===== src/design/pmpf_pkg.sv =====
// Shared types and constants of the moire palette filter.
// Coefficient sets, phase table, beat formats and the structs between modules.
// No dependencies.
package pmpf_pkg;

    localparam int PAL_ENTRIES = 256;
    localparam int PAL_IDX_W   = $clog2(PAL_ENTRIES);
    localparam int SUBPIXELS   = 3;
    localparam int DIV_STEPS   = 8;

    localparam int Y_W   = 23;   // luma, units 2^-14, always positive
    localparam int UV_W  = 23;   // signed chroma, units 2^-14
    localparam int F_W   = 24;   // signed moire numerator
    localparam int C_W   = 40;   // signed rebuilt channel, units 2^-28
    localparam int REM_W = 31;   // divider remainder

    localparam logic [1:0] LAST_SUB = 2'(SUBPIXELS - 1);

    // chroma scaling: floor(x / 200) done as floor((x >> 3) / 25), x offset to positive
    localparam logic signed [33:0] HUE_OFFSET = 34'sd1677721600;  // 200 * 2^23
    localparam logic signed [25:0] HUE_BIAS   = 26'sd8388608;     // 2^23
    localparam logic [29:0]        RECIP_25   = 30'd687194768;    // ceil(2^34 / 25)

    // request kinds carried on s_tuser
    localparam logic REQ_WRITE = 1'b0;
    localparam logic REQ_PIXEL = 1'b1;

    // configuration register indexes
    localparam logic [1:0] CFG_HUE   = 2'd0;
    localparam logic [1:0] CFG_BT709 = 2'd1;
    localparam logic [1:0] CFG_MONO  = 2'd2;

    typedef logic signed [16:0] coef_t;

    typedef struct packed {
        coef_t yr, yg, yb;
        coef_t ur, ug, ub;
        coef_t vr, vg, vb;
        coef_t krv, kgu, kgv, kbu;
    } coefs_t;

    localparam coefs_t COEF_601 = '{
        17'sd4899, 17'sd9617, 17'sd1868,
        -17'sd2411, -17'sd4732, 17'sd7143,
        17'sd10076, -17'sd8437, -17'sd1639,
        17'sd18675, 17'sd6466, 17'sd9513, 17'sd33294};

    localparam coefs_t COEF_709 = '{
        17'sd3483, 17'sd11718, 17'sd1183,
        -17'sd1637, -17'sd5506, 17'sd7143,
        17'sd10076, -17'sd9152, -17'sd924,
        17'sd20977, 17'sd3520, 17'sd6236, 17'sd34866};

    typedef enum logic [1:0] {
        SEL_PU,
        SEL_MU,
        SEL_PV,
        SEL_MV
    } moire_sel_t;

    localparam moire_sel_t PHASE_SEL [16] = '{
        SEL_PV, SEL_PU, SEL_MV, SEL_MU,
        SEL_MV, SEL_PU, SEL_PV, SEL_MU,
        SEL_MV, SEL_MU, SEL_PV, SEL_PU,
        SEL_PV, SEL_MU, SEL_MV, SEL_PU};

    typedef struct packed {
        logic       valid;
        logic [1:0] sub;
        logic       last;
    } side_t;

    typedef struct packed {
        side_t      side;
        logic [7:0] red;
        logic [7:0] green;
        logic [7:0] blue;
        logic [3:0] phase;
    } issue_t;

    typedef struct packed {
        side_t                  side;
        logic [Y_W-1:0]         y;
        logic [2:0][REM_W-1:0]  rem;
        logic [2:0][7:0]        quo;
        logic [2:0]             neg;
        logic [2:0]             sat;
    } div_t;

endpackage


===== src/design/pmpf_div_cell.sv =====
// One cell of the divider chain: one quotient bit for each of the three
// channels, restoring step against Y * 2^7. Depends on pmpf_pkg.
module pmpf_div_cell (
    input  logic           aclk,
    input  logic           aresetn,
    input  logic           adv,
    input  pmpf_pkg::div_t din,
    output pmpf_pkg::div_t dout
);
    import pmpf_pkg::*;

    div_t dout_reg, dout_next;

    always_comb begin
        logic [REM_W-1:0] d, diff;
        d = {1'b0, din.y, 7'b0};
        dout_next = din;
        for (int ch = 0; ch < 3; ch++) begin
            diff = din.rem[ch] - d;
            if (din.rem[ch] >= d) begin
                dout_next.rem[ch] = {diff[REM_W-2:0], 1'b0};
                dout_next.quo[ch] = {din.quo[ch][6:0], 1'b1};
            end else begin
                dout_next.rem[ch] = {din.rem[ch][REM_W-2:0], 1'b0};
                dout_next.quo[ch] = {din.quo[ch][6:0], 1'b0};
            end
        end
    end

    always_ff @(posedge aclk) begin
        if (!aresetn) begin
            dout_reg <= '0;
        end else if (adv) begin
            dout_reg <= dout_next;
        end
    end

    assign dout = dout_reg;

endmodule


===== config.mk =====
export PLATFORM = sky130hd
export DESIGN_NAME = pmpf_div_cell
export DESIGN_NICKNAME = d
export VERILOG_FILES = /design/src/design/pmpf_pkg.sv /design/src/design/pmpf_div_cell.sv
export SDC_FILE = /design/constraint.sdc
export NUM_CORES = 1
export LEC_CHECK = 0
export CAP_MARGIN = 25
export CORE_AREA = 3 3 125 127
export DETAILED_ROUTE_END_ITERATION = 8
export DIE_AREA = 0 0 128 130
export DONT_BUFFER_PORTS = 1
export PLACE_DENSITY = 0.8
export REMOVE_ABC_BUFFERS = 1
export SLEW_MARGIN = 0
export SYNTH_ARGS = -nofsm -noshare
export SYNTH_HDL_FRONTEND = slang
export SYNTH_SLANG_ARGS = --single-unit

===== constraint.sdc =====
create_clock -name aclk -period 7.6 [get_ports aclk]
set_input_delay 0.38 -clock aclk [delete_from_list [all_inputs] [get_ports aclk]]
set_output_delay 0.38 -clock aclk [all_outputs]
set_load 0.05 [all_outputs]

==> results.sh <==
export IMPL_final_cell_mix="nor2_1, dfxtp_1, mux2i_1, nand2_1, a21oi_1"
export IMPL_antennaDiodeCount=0
export IMPL_drt_antenna_violating_nets=0
export IMPL_setup_viol=0
export IMPL_drive_above_1_share=0.0516
export IMPL_setup_tns_ps=0
export IMPL_grt_pass1_wl_um=41000
export IMPL_hpwl_um=19700
export IMPL_hold_viol_final=0
export IMPL_startpoint_type="input pin"
export IMPL_grt_antenna_before_repair=0
export IMPL_syn_cell_area_um2=9420
export IMPL_critPathCaptureType="flip-flop"
export IMPL_post_place_ws_ps=4140
export IMPL_synth_mux_area_frac=0.120
export IMPL_die_width_um=128
export IMPL_syn2layout_area_growth_pct=6.14
export IMPL_p_leak_nw=4.45
export IMPL_ys_seq_area_frac=0.312
export IMPL_largest_register_ff_count=147
export IMPL_cts_sinks=147
export IMPL_crit_family="compound AO/OA/AOI/OAI gates"
export IMPL_synth_yosys_warnings=0
export IMPL_cts_root_buffer="clkbuf_16"
export IMPL_worstSetupPathType="input pin to flip-flop"
export IMPL_dp_cells=1256
export IMPL_cp_cell_sequence="inv_1 -> ha_1 -> inv_1 -> fa_1 -> a211oi_1 -> o211ai_1 -> a21oi_1 -> o2111a_1 -> or2_1 -> nand2_1 -> a311oi_1"
export IMPL_grt_start_max_net_pins=193
export IMPL_yosysTopAreaCell="dfxtp_1"
export IMPL_port_buffers=0
export IMPL_finish_utilization=0.688
export IMPL_vias=8250
export IMPL_synth_edf_count=0
export IMPL_stdcell_count=1288
export IMPL_clk_pin_slew_ps=70
export IMPL_nets=1316
export IMPL_clkPwrFrac=0.345
export IMPL_combPwrFrac=0.207
export IMPL_tightest_slew_ps=1060
export IMPL_overflow=0
export IMPL_critPathBufInv=2
export IMPL_p_seq_frac=0.449
export IMPL_clockBufferDepth=2
export IMPL_ir_drop_mv=0.157
export IMPL_slowest_delay_ps=630
export IMPL_drt_iter0_drc=506
export IMPL_top_level_ports=303
export IMPL_synth_flop_cell="dfxtp_1"
export IMPL_track_usage=0.311
export IMPL_p_int_w=0.00152
export IMPL_hp_class="input pin to flip-flop"
export IMPL_grt_pass1_vias=8090
export IMPL_max_cap_viol_count=0
export IMPL_gp_congestion=0.950
export IMPL_fill_cells=1181
export IMPL_critPathMaxFanout=20
export IMPL_vias_per_cell=6.41
export IMPL_cpMostUsedCell="inv_1"
export IMPL_synth_simple_area_share=0.164
export IMPL_rsz0062_at_grt="no"
export IMPL_yosys_area_share_adder=0.0980
export IMPL_synth_area_leaders="dfxtp_1, mux2i_1, ha_1"
export IMPL_drc=0
export IMPL_synth_compound_area_frac=0.215
export IMPL_wl_um=26700
export IMPL_post_route_period_util=0.392
export IMPL_synth_xor_area_frac=0.0428
export IMPL_cts_tree="built"
export IMPL_avgSynthCellArea_um2=8.38
export IMPL_synth_top_family_by_area="compound AO/OA/AOI/OAI gates"
export IMPL_cts_resized=0
export IMPL_fmaxAchievable_mhz=335
export IMPL_clock_latency_ps=430
export IMPL_max_slew_margin=0.295
export IMPL_std_cell_rows=44
export IMPL_floorplan_initialDensity=0.648
export IMPL_status="finished clean"
export IMPL_netSwitchingFraction=0.380
export IMPL_ys_ff_latch=147
export IMPL_hold_buffers=0
export IMPL_yosysTopAreaCellShare=0.312
export IMPL_power_density_nw_per_um2=245
export IMPL_p_switching_w=0.000931
export IMPL_final_common_cell="nor2_1"
export IMPL_finalWorstSetupSlack_ps=4620
export IMPL_cp_arrival_ps=3310
export IMPL_yosys_cell_types_count=79
export IMPL_postCtsSetupBuffers=0
export IMPL_finalMaxSlewViolations=0
export IMPL_synthArstFlopShare=0
export IMPL_wl_per_cell_um=20.8
export IMPL_syn_inst=1124
export IMPL_critPathSlowestCell="or2_1"
export IMPL_fin_crit_ps=2980
export IMPL_cts_made_buffers=17
export IMPL_cp_required_ps=7930
export IMPL_clock_skew_ps=0
export IMPL_placed_area_um2=9410
export IMPL_die_h_um=130
export IMPL_cts_htree_levels=4
export IMPL_final_area_um2=10000
export IMPL_die_area_um2=16600
export IMPL_first_pass_iters=5
export IMPL_core_area_um2=14500
## final timing paths
kind,slack [ps],startpoint,depth (start not counted),endpoint
min reg2reg,720,dout[121],2,dout[121]
max,4620,din[68],11,dout[70]
max reg2reg,6490,dout[88],4,dout[88]
min,40,adv,1,dout[100]
## cells by family (layout without fill, tap and decap cells)
| kind of cell | Yosys count | count (layout) |
|---|---|---|
| other cells | 1 | 3 |
| compound gates | 298 | 298 |
| buf+inv | 103 | 81 |
| xor+xnor | 46 | 46 |
| fa+ha+maj | 72 | 72 |
| mux | 112 | 112 |
| flops | 147 | 147 |
| simple gates | 345 | 345 |
## cell type report
type | instances | area (µm²) | share of cell area
Clock buffer | 17 | 425 | 0.0426
Clock inverter | 15 | 159 | 0.0159
Inverter | 45 | 170 | 0.0170
Multi-Input combinational cell | 876 | 6040 | 0.604
Sequential cell | 147 | 2940 | 0.294
Tap cell | 184 | 230 | 0.0230
Timing Repair Buffer | 4 | 30.0 | 0.00300
## power groups by stage
stage	registers, W	clock network, W	logic (W)
after CTS	0.00110	0.000855	0.000501
after global placement	0.00111	0	0.000482
after global routing	0.00110	0.000887	0.000564
after floorplan	0.00110	0	0.000406
after detailed placement	0.00112	0	0.000495
final	0.00110	0.000844	0.000506
## stage by stage
stage	total power (W)	hold WS, ps
after global placement	0.00160	487
final	0.00245	36.6
after floorplan	0.00150	469
after CTS	0.00245	27.2
after detailed placement	0.00161	491
after global routing	0.00255	28.6
## cells in the mapped netlist (16+ instances only)
cell type  instances
nor2_1           151
dfxtp_1          147
mux2i_1          108
nand2_1           92
a21oi_1           85
ha_1              69
o21ai_0           58
inv_1             43
clkbuf_1          37
xnor2_1           30
a21o_1            28
nand3_1           20
a211oi_1          16
xor2_1            16
## routing by layer
layer | share of wire | GRT usage
met5 | 0 | 0
met4 | 0.029 | 0.118
met3 | 0.095 | 0.0941
met2 | 0.48 | 0.538
met1 | 0.39 | 0.365
Power figures use the tool's default switching activity.
